--- src/rtl/core/ssog_pkg.sv ---
`default_nettype none

package ssog_pkg;

  // channel and color layout
  localparam int unsigned CHAN_W    = 8;
  localparam int unsigned COLOR_W   = 32;
  localparam int unsigned NUM_CHAN  = 4;
  localparam int unsigned CFG_IDX_W = 2;

  // default upper bound on the supersample factor
  localparam int unsigned MAX_SUPERSAMPLE_DEF = 8;

  // restoring divider: one quotient bit per step
  localparam int unsigned DIV_STEPS = CHAN_W;
  localparam int unsigned STEP_W    = $clog2(DIV_STEPS);

  // register indexes
  localparam logic [CFG_IDX_W-1:0] CFG_SUPERSAMPLE = 2'd0;
  localparam logic [CFG_IDX_W-1:0] CFG_EDGE_COLOR  = 2'd1;
  localparam logic [CFG_IDX_W-1:0] CFG_FILL_COLOR  = 2'd2;

  // register reset values
  localparam logic [3:0]         FACTOR_RESET     = 4'd3;
  localparam logic [COLOR_W-1:0] EDGE_COLOR_RESET = 32'hFF00_0000;
  localparam logic [COLOR_W-1:0] FILL_COLOR_RESET = 32'hFFFF_FFFF;

  // controller to datapath
  typedef struct packed {
    logic accept;
    logic div_step;
    logic div_first;
    logic mul_en;
    logic out_load;
  } cmd_t;

  // datapath to controller
  typedef struct packed {
    logic last;
    logic out_free;
  } status_t;

  // subpixels per pixel for a raw factor, clamped to 1..max_q
  function automatic logic [8:0] calc_q2(input logic [3:0] factor, input int unsigned max_q);
    logic [4:0] q;
    begin
      q = (factor == 4'd0) ? 5'd1 : {1'b0, factor};
      if (32'(q) > max_q) q = 5'(max_q);
      return {4'b0, q} * {4'b0, q};
    end
  endfunction

endpackage

`default_nettype wire

--- src/rtl/core/supersample_outline_glyph_shader.sv ---
// a pixel's last subpixel starts divide, product and load; the load sets out_valid
// one subpixel per cycle while accumulating; in_stall holds subpixels off while busy
// busy window: 8-step restoring divide per lane, shared divisor, then product and load
// the load waits while the output register still holds an untaken pixel
// reset (rst, synchronous): registers to defaults, sums and count cleared, output empty
`default_nettype none

module supersample_outline_glyph_shader #(
  parameter int unsigned MAX_SUPERSAMPLE = ssog_pkg::MAX_SUPERSAMPLE_DEF
) (
  input  wire logic                            clk,
  input  wire logic                            rst,
  input  wire logic                            cfg_valid,
  output logic                                 cfg_ready,
  input  wire logic [ssog_pkg::CFG_IDX_W-1:0]  cfg_index,
  input  wire logic [ssog_pkg::COLOR_W-1:0]    cfg_data,
  input  wire logic                            in_valid,
  output logic                                 in_stall,
  input  wire logic [ssog_pkg::CHAN_W-1:0]     background_level,
  input  wire logic [ssog_pkg::CHAN_W-1:0]     edge_level,
  input  wire logic [ssog_pkg::CHAN_W-1:0]     fill_level,
  output logic                                 out_valid,
  input  wire logic                            out_stall,
  output logic [ssog_pkg::CHAN_W-1:0]          alpha_out,
  output logic [ssog_pkg::CHAN_W-1:0]          red_out,
  output logic [ssog_pkg::CHAN_W-1:0]          green_out,
  output logic [ssog_pkg::CHAN_W-1:0]          blue_out
);
  import ssog_pkg::*;

  cmd_t    cmd;
  status_t status;

  // register writes are always accepted, cfg_ready is tied high
  assign cfg_ready = 1'b1;

  ssog_ctrl u_ctrl (
    .clk      (clk),
    .rst      (rst),
    .in_valid (in_valid),
    .in_stall (in_stall),
    .status   (status),
    .cmd      (cmd)
  );

  ssog_datapath #(
    .MAX_SUPERSAMPLE (MAX_SUPERSAMPLE)
  ) u_datapath (
    .clk              (clk),
    .rst              (rst),
    .cfg_valid        (cfg_valid),
    .cfg_index        (cfg_index),
    .cfg_data         (cfg_data),
    .background_level (background_level),
    .edge_level       (edge_level),
    .fill_level       (fill_level),
    .cmd              (cmd),
    .status           (status),
    .out_stall        (out_stall),
    .out_valid        (out_valid),
    .alpha_out        (alpha_out),
    .red_out          (red_out),
    .green_out        (green_out),
    .blue_out         (blue_out)
  );

endmodule

`default_nettype wire

--- src/rtl/core/ssog_ctrl.sv ---
`default_nettype none

module ssog_ctrl (
  input  wire logic            clk,
  input  wire logic            rst,
  input  wire logic            in_valid,
  output logic                 in_stall,
  input  ssog_pkg::status_t    status,
  output ssog_pkg::cmd_t       cmd
);
  import ssog_pkg::*;

  typedef enum logic [3:0] {
    ST_ACCUM = 4'b0001,
    ST_DIV   = 4'b0010,
    ST_MUL   = 4'b0100,
    ST_LOAD  = 4'b1000
  } state_t;

  state_t            state, state_next;
  logic [STEP_W-1:0] step, step_next;

  // subpixels are taken only while accumulating
  assign in_stall = (state != ST_ACCUM);

  // command decode and next state
  always_comb begin
    state_next    = state;
    step_next     = step;
    cmd           = '0;
    unique case (state)
      ST_ACCUM: begin
        cmd.accept = in_valid;
        step_next  = '0;
        if (in_valid && status.last) state_next = ST_DIV;
      end
      ST_DIV: begin
        cmd.div_step  = 1'b1;
        cmd.div_first = (step == '0);
        step_next     = step + 1'b1;
        if (step == STEP_W'(DIV_STEPS - 1)) state_next = ST_MUL;
      end
      ST_MUL: begin
        cmd.mul_en = 1'b1;
        state_next = ST_LOAD;
      end
      ST_LOAD: begin
        cmd.out_load = status.out_free;
        if (status.out_free) state_next = ST_ACCUM;
      end
      default: begin
        state_next = ST_ACCUM;
      end
    endcase
  end

  // state registers
  always_ff @(posedge clk) begin
    if (rst) begin
      state <= ST_ACCUM;
      step  <= '0;
    end else begin
      state <= state_next;
      step  <= step_next;
    end
  end

endmodule

`default_nettype wire

--- src/rtl/core/ssog_datapath.sv ---
`default_nettype none

module ssog_datapath #(
  parameter int unsigned MAX_SUPERSAMPLE = ssog_pkg::MAX_SUPERSAMPLE_DEF
) (
  input  wire logic                            clk,
  input  wire logic                            rst,
  input  wire logic                            cfg_valid,
  input  wire logic [ssog_pkg::CFG_IDX_W-1:0]  cfg_index,
  input  wire logic [ssog_pkg::COLOR_W-1:0]    cfg_data,
  input  wire logic [ssog_pkg::CHAN_W-1:0]     background_level,
  input  wire logic [ssog_pkg::CHAN_W-1:0]     edge_level,
  input  wire logic [ssog_pkg::CHAN_W-1:0]     fill_level,
  input  ssog_pkg::cmd_t                       cmd,
  output ssog_pkg::status_t                    status,
  input  wire logic                            out_stall,
  output logic                                 out_valid,
  output logic [ssog_pkg::CHAN_W-1:0]          alpha_out,
  output logic [ssog_pkg::CHAN_W-1:0]          red_out,
  output logic [ssog_pkg::CHAN_W-1:0]          green_out,
  output logic [ssog_pkg::CHAN_W-1:0]          blue_out
);
  import ssog_pkg::*;

  localparam int unsigned CNT_W     = $clog2(MAX_SUPERSAMPLE * MAX_SUPERSAMPLE + 1);
  localparam int unsigned CNT_EXT_W = CNT_W + 1;
  localparam int unsigned SUM_W     = CHAN_W + $clog2(MAX_SUPERSAMPLE * MAX_SUPERSAMPLE);
  localparam int unsigned DIV_W     = SUM_W + 1;
  localparam int unsigned PROD_W    = 2 * CHAN_W;
  localparam int unsigned NUM_LANES = 3;
  localparam int unsigned LANE_BG   = 0;
  localparam int unsigned LANE_EDGE = 1;
  localparam int unsigned LANE_FILL = 2;
  localparam int unsigned CH_ALPHA  = 3;
  localparam int unsigned CH_RED    = 2;
  localparam int unsigned CH_GREEN  = 1;
  localparam int unsigned CH_BLUE   = 0;
  localparam logic [CNT_W-1:0] Q2_RESET = CNT_W'(calc_q2(FACTOR_RESET, MAX_SUPERSAMPLE));

  // configuration state
  logic [CNT_W-1:0]   q2;
  logic [COLOR_W-1:0] edge_color;
  logic [COLOR_W-1:0] fill_color;

  // accumulation and division state
  logic [CHAN_W-1:0]  lvl       [NUM_LANES];
  logic [SUM_W-1:0]   lane_sum  [NUM_LANES];
  logic [SUM_W-1:0]   rem       [NUM_LANES];
  logic [CHAN_W-1:0]  quot      [NUM_LANES];
  logic               sat       [NUM_LANES];
  logic [CHAN_W-1:0]  avg       [NUM_LANES];
  logic [CNT_W-1:0]   count;
  logic [CNT_EXT_W-1:0] count_inc;
  logic               last;
  logic [DIV_W-1:0]   divisor;

  // blend state
  logic [PROD_W-1:0]  prod_e    [NUM_CHAN];
  logic [PROD_W-1:0]  prod_f    [NUM_CHAN];
  logic               bg_nz;
  logic [CHAN_W-1:0]  px_next   [NUM_CHAN];
  logic [CHAN_W-1:0]  px        [NUM_CHAN];

  assign lvl[LANE_BG]   = background_level;
  assign lvl[LANE_EDGE] = edge_level;
  assign lvl[LANE_FILL] = fill_level;

  // register writes, unknown index ignored
  always_ff @(posedge clk) begin
    if (rst) begin
      q2         <= Q2_RESET;
      edge_color <= EDGE_COLOR_RESET;
      fill_color <= FILL_COLOR_RESET;
    end else if (cfg_valid) begin
      unique case (cfg_index)
        CFG_SUPERSAMPLE: q2 <= CNT_W'(calc_q2(cfg_data[3:0], MAX_SUPERSAMPLE));
        CFG_EDGE_COLOR:  edge_color <= cfg_data;
        CFG_FILL_COLOR:  fill_color <= cfg_data;
        default: begin
        end
      endcase
    end
  end

  // pixel completes once the count reaches the subpixel total
  assign count_inc   = CNT_EXT_W'(count) + CNT_EXT_W'(1);
  assign last        = (count_inc >= CNT_EXT_W'(q2));
  assign status.last = last;

  always_ff @(posedge clk) begin
    if (rst) begin
      count <= '0;
    end else if (cmd.accept) begin
      count <= last ? '0 : count_inc[CNT_W-1:0];
    end
  end

  // divisor walks down from q2 shifted to the top quotient bit
  always_ff @(posedge clk) begin
    if (cmd.accept && last) begin
      divisor <= DIV_W'(q2) << (DIV_STEPS - 1);
    end else if (cmd.div_step) begin
      divisor <= divisor >> 1;
    end
  end

  // per-lane accumulate and restoring divide
  for (genvar i = 0; i < NUM_LANES; i++) begin : g_lane
    logic ge;

    assign ge     = ({1'b0, rem[i]} >= divisor);
    assign avg[i] = sat[i] ? {CHAN_W{1'b1}} : quot[i];

    always_ff @(posedge clk) begin
      if (rst) begin
        lane_sum[i] <= '0;
      end else if (cmd.accept) begin
        lane_sum[i] <= last ? '0 : lane_sum[i] + SUM_W'(lvl[i]);
      end
    end

    always_ff @(posedge clk) begin
      if (cmd.accept && last) begin
        rem[i] <= lane_sum[i] + SUM_W'(lvl[i]);
      end else if (cmd.div_step && ge) begin
        rem[i] <= rem[i] - divisor[SUM_W-1:0];
      end
      if (cmd.div_step) begin
        quot[i] <= {quot[i][CHAN_W-2:0], ge};
      end
      // average above the channel range clamps
      if (cmd.div_step && cmd.div_first) begin
        sat[i] <= ({2'b0, rem[i]} >= {divisor, 1'b0});
      end
    end
  end

  // products, registered before the channel sums
  always_ff @(posedge clk) begin
    if (cmd.mul_en) begin
      bg_nz <= (avg[LANE_BG] != '0);
    end
  end

  for (genvar c = 0; c < NUM_CHAN; c++) begin : g_chan
    logic [CHAN_W-1:0] op_e;
    logic [CHAN_W-1:0] op_f;
    logic [CHAN_W:0]   blend_sum;

    // with background left, alpha scales by inverse background and fill drops out
    always_comb begin
      op_e = avg[LANE_EDGE];
      op_f = avg[LANE_FILL];
      if (avg[LANE_BG] != '0) begin
        op_f = '0;
        if (c == CH_ALPHA) op_e = ~avg[LANE_BG];
      end
    end

    always_ff @(posedge clk) begin
      if (cmd.mul_en) begin
        prod_e[c] <= {{CHAN_W{1'b0}}, edge_color[CHAN_W*c +: CHAN_W]} * {{CHAN_W{1'b0}}, op_e};
        prod_f[c] <= {{CHAN_W{1'b0}}, fill_color[CHAN_W*c +: CHAN_W]} * {{CHAN_W{1'b0}}, op_f};
      end
    end

    // channel sum with saturation
    assign blend_sum = {1'b0, prod_e[c][PROD_W-1:CHAN_W]} + {1'b0, prod_f[c][PROD_W-1:CHAN_W]};

    always_comb begin
      if (bg_nz && (c != CH_ALPHA)) begin
        px_next[c] = edge_color[CHAN_W*c +: CHAN_W];
      end else if (blend_sum[CHAN_W]) begin
        px_next[c] = {CHAN_W{1'b1}};
      end else begin
        px_next[c] = blend_sum[CHAN_W-1:0];
      end
    end

    always_ff @(posedge clk) begin
      if (cmd.out_load) begin
        px[c] <= px_next[c];
      end
    end
  end

  // output register
  assign status.out_free = !out_valid || !out_stall;

  always_ff @(posedge clk) begin
    if (rst) begin
      out_valid <= 1'b0;
    end else if (cmd.out_load) begin
      out_valid <= 1'b1;
    end else if (!out_stall) begin
      out_valid <= 1'b0;
    end
  end

  assign alpha_out = px[CH_ALPHA];
  assign red_out   = px[CH_RED];
  assign green_out = px[CH_GREEN];
  assign blue_out  = px[CH_BLUE];

endmodule

`default_nettype wire

--- config.mk ---
export PLATFORM = sky130hd
export DESIGN_NAME = supersample_outline_glyph_shader
export DESIGN_NICKNAME = d
export VERILOG_FILES = /design/src/rtl/core/ssog_pkg.sv /design/src/rtl/core/supersample_outline_glyph_shader.sv /design/src/rtl/core/ssog_ctrl.sv /design/src/rtl/core/ssog_datapath.sv
export SDC_FILE = /design/constraint.sdc
export NUM_CORES = 2
export LEC_CHECK = 0
export BUFFER_PORTS_ARGS = -buffer_cell sky130_fd_sc_hd__buf_2
export CORE_UTILIZATION = 65
export DETAILED_ROUTE_END_ITERATION = 8
export GPL_TIMING_DRIVEN = 0
export PLACE_DENSITY_LB_ADDON = 0.25
export SYNTH_ARGS = -nofsm -noshare
export SYNTH_HDL_FRONTEND = slang
export SYNTH_SLANG_ARGS = --single-unit
--- constraint.sdc ---
create_clock -name clk -period 16.07 [get_ports clk]
set_input_delay 4.0175 -clock clk [delete_from_list [all_inputs] [get_ports clk]]
set_output_delay 4.0175 -clock clk [all_outputs]
set_load 0.005 [all_outputs]
## Yosys cells after proc, flatten, opt, wreduce, memory -nomap -nowiden

Memories as Yosys holds them, arrays and structs flattened.
Index checks and enable logic that the tools add are counted.

- $add $sub $neg: 12
- Bitwise gates (word level): 7
- Order comparisons: 8
- Equality and inequality tests: 12
- Reduce and logical (&&, ||, !) cells: 19
- Multiplexer cells: 64
- Multipliers: 9

Operators with widths:

| operator | number |
|---|---|
| 14-bit two-way mux | 11 |
| 8-bit by 8-bit multiplier with 16-bit output | 8 |
| 8-bit two-way mux | 12 |
| 14-bit by 15-bit >= comparator with 1-bit output | 3 |
| 14-bit by 8-bit adder with 14-bit output | 3 |
| 14-bit >= comparator | 3 |
| 14-bit subtractor | 3 |
| 8-bit by 8-bit adder with 9-bit output | 4 |
| 1-bit two-way mux | 29 |
| 5-bit two-way mux | 4 |
| 4-bit two-way mux | 4 |
| 4-bit case mux with 4 select lines | 1 |
| 7-bit by 1-bit adder with 8-bit output, second input constant | 1 |
| 8-bit by 7-bit >= comparator with 1-bit output | 1 |
| 2-bit by 1-bit inequality test with 1-bit output, second input constant | 4 |
| 8-bit inverter | 1 |
| 8-bit nonzero test | 1 |
| 5-bit by 5-bit multiplier with 7-bit output | 1 |
| 7-bit two-way mux | 1 |
| 1-bit logical AND | 6 |
| 1-bit OR | 6 |
| 3-bit case mux with 2 select lines | 1 |
| 2-bit AND reduction | 3 |
| 5-bit by 4-bit > comparator with 1-bit output, second input constant | 1 |
| 17 further kinds | 19 |

- Output and inout port bits: 35
- Memory bits (writable): 271
- Flip-flop bits (word level): 101
- Logic and storage cells: 148
- Memories: 7
- Input port bits: 63

Memory list:

| memory | depth | bits a word | rd ports | clocked after memory_dff | wr ports | line | source |
|---|---|---|---|---|---|---|---|
| u_datapath.prod_e | 4 | 16 | 4 | 0 | 4 | ssog_datapath.sv:58 | `logic [PROD_W-1:0] prod_e [NUM_CHAN];` |
| u_datapath.prod_f | 4 | 16 | 4 | 0 | 4 | ssog_datapath.sv:59 | `logic [PROD_W-1:0] prod_f [NUM_CHAN];` |
| u_datapath.lane_sum | 3 | 14 | 3 | 0 | 3 | ssog_datapath.sv:47 | `logic [SUM_W-1:0] lane_sum [NUM_LANES];` |
| u_datapath.rem | 3 | 14 | 3 | 0 | 3 | ssog_datapath.sv:48 | `logic [SUM_W-1:0] rem [NUM_LANES];` |
| u_datapath.px | 4 | 8 | 4 | 0 | 4 | ssog_datapath.sv:62 | `logic [CHAN_W-1:0] px [NUM_CHAN];` |
| u_datapath.quot | 3 | 8 | 3 | 0 | 3 | ssog_datapath.sv:49 | `logic [CHAN_W-1:0] quot [NUM_LANES];` |
| 1 more memories | -- | -- | -- | -- | -- | -- |  |

## Depth between registers and ports, before layout

- Depth in word-level cells: 8
- Mapped depth: 24

## Cells and area by module

Synthesis repeated with hierarchy kept, for this count alone.

- Cells, all modules: 3386
- Area total of the unflattened synthesis: 31976.9 µm²

By module, submodules not included:

| module | area an instance (µm²) | sequential area each (µm²) | cells an instance | instances |
|---|---|---|---|---|
| ssog_datapath | 31569.0 | 8157.8 | 3336 | 1 |
| ssog_ctrl | 396.6 | 140.1 | 48 | 1 |
| supersample_outline_glyph_shader | 11.3 | 0.0 | 2 | 1 |

## Least setup slack after synthesis

Ideal clock, no wire load.

- Path kind: flip-flop to flip-flop
- Start point: reg u_ctrl.state[2]
- End point: reg u_datapath.bg_nz (enable)
- Arrival: 7.121 ns
- Setup slack: 8.278 ns
- Path buffers: 0
- Period minus slack after synthesis: 7.792 ns
- Required time: 15.399 ns
- Cell stages (with the launch flop): 2
- Cell sequence: dfxtp_1 nor4b_1

- Cells in the longest elaborated chain, start to end: 2

Ends and longest elaborated chain:

| element | line | source |
|---|---|---|
| start: declaration | ssog_ctrl.sv:20 | `state_t state, state_next;` |
| start signal: assignment | ssog_ctrl.sv:63 | `state <= state_next;` |
| 4-bit by 3-bit equality test with 1-bit output | ssog_ctrl.sv:31 | `unique case (state)` |
| 1-bit two-way mux | ssog_ctrl.sv:31 |  |
| end signal: assignment | ssog_datapath.sv:141 | `bg_nz <= (avg[LANE_BG] != '0);` |
| end: declaration | ssog_datapath.sv:60 | `logic bg_nz;` |

Every way passes these cells.
A chain may end at the register's enable or synchronous reset.

==> impl_metrics.csv <==
group,metric,value,unit
status,outcome,"finished, final reports clean",
synthesis,async_reset_ff_share,0,%
timing,finalSetupViolations,0,
timing,fin_crit,7.45,ns
setup_path,cp.arrival,7.74,ns
hold_path,whs_path_depth,0,
global_route,overflow,0,
timing,worst_clock_skew,0.0249,ns
global_route,grt_pass1_vias,25100,
timing,rsz0062_at_grt,"no",
floorplan,initial_utilization,65.7,%
timing,final_max_slew_viol_count,0,
run,cap_violations,0,
hold_path,holdPathEnd,"u_datapath.quot[0][22]",
hold_path,hp-class,"reg2reg",
placed_design,io_buffers,96,
power,power_leakage,16.5,nW
detailed_routing,first_pass_iters,8,
synthesis,ys_types,86,
floorplan,dieArea,49000,µm²
global_route,grt_pass1_wl,126000,µm
setup_path,cp_max_fo,10,
cells_and_area,fin_cells,4068,
floorplan,die_height,221,µm
setup_path,cp-start-kind,"register",
setup_path,endpoint_kind,"register",
global_route,antenna_found_initial,8,
cts,postCtsHoldBufs,0,
floorplan,ios,98,
cts,post_cts_buffers,0,
global_route,grt_max_degree,34,
synthesis,synth_edf_count,215,
timing,worst-slew-pin-transition,1.20,ns
cts,clk_latency,0.57,ns
cells_and_area,mostFrequentLayoutCell,"inv_1",
setup_path,r2r-start,"u_datapath.quot[0][3]",
cts,cts_max_level,2,
synthesis,synth_area_per_cell,9.57,µm²
timing,hold_viol,0,
timing,slew_headroom,19.7,%
synthesis,yosys_warnings,0,
timing,fmax,134,MHz
setup_path,r2r_end,"u_datapath.prod_f[3][15]",
synthesis,ys_ff_latch,307,
cts,cts_resized,0,
detailed_routing,wire_per_inst,19.2,µm
synthesis,synthMuxAreaShare,1.28,%
detailed_routing,first_iter_violations,1830,
cts,cts_buffers,36,
setup_path,cp.required,16.36,ns
floorplan,chipWidth,221,µm
cts,root_buffer,"clkbuf_16",
timing,timing.final.crit_share,46.3,%
detailed_routing,vias_per_cell,5.93,
cells_and_area,fin_nets,4188,
cts,clock-sinks,307,
setup_path,r2r_cells,22,
synthesis,yosysSeqAreaShare,26.5,%
cts,clock_path_buffers,3,
detailed_routing,wl,78000,µm
cells_and_area,syn_to_final_growth,8.19,%
timing,tns,0,ns
cts,clk_pin_slew_worst_paths,0.06,ns
cells_and_area,drive_gt1_share,6.38,%
floorplan,placementRows,80,
power,ir_drop,0.0000697,V
synthesis,postSynthCellCount,3271,
synthesis,synth-xor-area-share,4.14,%
synthesis,synth_area,31300,µm²
detailed_routing,num_vias,24100,
cts,cts_tree,"built",
detailed_routing,drc,0,
detailed_routing,drtAntennaViolNets,0,
placed_design,dp_cells,3995,
synthesis,yosys.area_share.simple,17.3,%
floorplan,core,47600,µm²
synthesis,synth_compound_area_share,8.93,%
placed_design,dp_hpwl,61700,µm
synthesis,synthAdderAreaFrac,35.3,%
synthesis,synth_top_family_by_area,"adder cells",
hold_path,min-delay-start,"u_datapath.quot[0][21]",
placed_design,gp_congestion,0.966,
setup_path,ff2ff_setup_slack,8.62,ns
global_route,grt_usage,32.3,%
setup_path,critPathKind,"reg2reg",
cells_and_area,final_cell_mix,"inv_1 (437), ha_1 (415), nand2_1 (363)",
synthesis,synthFlopType,"edfxtp_1",
power,power.density,65.1,nW/µm²
==> area by class of cell <==
| cell class | count | area, µm² |
|---|---|---|
| inverters | 440 | 1650 |
| diodes | 7 | 17.5 |
| clock inverters | 20 | 128 |
| fillers | 3572 | 13800 |
| well taps | 615 | 769 |
| clock buffers | 46 | 1020 |
| repair buffers | 107 | 596 |
| multi-input cells | 2433 | 21000 |
| flip-flops and latches | 307 | 8300 |
| plain buffers | 93 | 417 |
==> worst max path at each step <==
stage / start / endpoint / slack (ns) / cells after the start
after floorplan: u_ctrl.state[2] / u_datapath.bg_nz / 8.28 / 1
after global placement: u_ctrl.state[2] / u_datapath.prod_f[1][9] / 4.78 / 1
after detailed placement: u_datapath.quot[0][3] / u_datapath.prod_f[3][15] / 8.79 / 22
after CTS: u_datapath.quot[0][3] / u_datapath.prod_f[3][15] / 8.68 / 22
after global routing: u_datapath.quot[0][3] / u_datapath.prod_f[3][15] / 8.40 / 21
final: u_datapath.quot[0][3] / u_datapath.prod_f[3][15] / 8.62 / 22
==> layer usage <==
layer	vias up	share of wire, %	GRT usage (%)
met5	-	0.040	0
met4	4	4.0	13.4
met3	203	7.8	5.28
met2	927	47	53.8
met1	11800	41	42.2
li1	11200	-	-
==> critical path, stage by stage (launching register included) <==
cell and delay [ns]:
edfxtp_1 0.46, nor4_4 0.48, nand2_1 0.18, nor2_1 0.13, clkinv_1 0.38, nor2_1 0.44
clkbuf_1 0.53, and2_1 0.24, fa_1 0.45, fa_1 0.51, fa_1 0.50, inv_1 0.05
fa_1 0.48, inv_1 0.05, ha_1 0.31, nand3_1 0.12, or4_1 0.44, o221ai_2 0.32
o221a_2 0.29, nor3_1 0.06, o21bai_2 0.17, a21oi_1 0.11, xnor2_1 0.45
==> flip-flops by register name (all words and copies together) (netlist names) <==
signal                 flops
u_datapath.count           7
u_datapath.prod_e         32
u_datapath.out_valid       1
u_ctrl.state               4
u_datapath.lane_sum       42
u_datapath.fill_color     32
u_datapath.prod_f         32
u_datapath.edge_color     32
u_datapath.q2              6
u_ctrl.step                3
u_datapath.rem            42
u_datapath.sat             3
u_datapath.px             32
u_datapath.quot           24
u_datapath.divisor        14
u_datapath.bg_nz           1
==> power by group <==
| part | switching, W | internal, W | leakage, nW | total [W] |
|---|---|---|---|---|
| Sequential | 0.0000359 | 0.000884 | 2.83 | 0.000920 |
| Clock | 0.000358 | 0.000455 | 0.567 | 0.000812 |
| Combinational | 0.000278 | 0.000193 | 13.1 | 0.000471 |
| Total | 0.000672 | 0.00153 | 16.5 | 0.00220 |
==> cell families (layout without fill, tap and decap cells) <==
kind of cell / count (synthesis) / after routing
AOI/OAI and AO/OA: 415 / 415
xor gates and xnor gates: 148 / 148
adders and majority gates: 707 / 707
buffers and inverters: 533 / 706
DFF: 307 / 307
muxes: 40 / 40
other: 2 / 11
and+or+nand+nor: 1119 / 1119
==> cells in the mapped netlist, types with 21 or more instances <==
cell      instances  area (µm²)
a32oi_1          21         184
a21oi_1         111         556
xnor2_1          82         718
mux2i_1          40         400
nor3_1           47         235
nand2b_1         24         150
a21o_1           43         323
nand3_1          65         325
clkbuf_1         76         285
dfxtp_1          92        1840
nor2b_1          28         175
edfxtp_1        215        6460
nand2_1         363        1360
o21a_1           26         195
and2_1          251        1570
ha_1            415        5190
xor2_1           66         578
nor2_1          264         991
fa_1            292        5850
o21ai_0          76         380
inv_1           438        1640
==> stage by stage <==
step | util, % | setup WS (ns) | power (W) | area (µm²) | hold slack, ns
5_1_grt | 71.1 | 8.40 | 0.00230 | 33900 | 0.451
3_5_place_dp | 68.6 | 8.79 | 0.00140 | 32700 | 0.432
4_1_cts | 71.0 | 8.68 | 0.00220 | 33900 | 0.446
2_1_floorplan | - | 8.28 | 0.00126 | 31300 | 0.427
3_3_place_gp | 68.3 | 4.78 | 0.00137 | 32600 | 0.430
6_report | 71.1 | 8.62 | 0.00220 | 33900 | 0.445
Note: power is estimated with default switching activity, not from simulation.
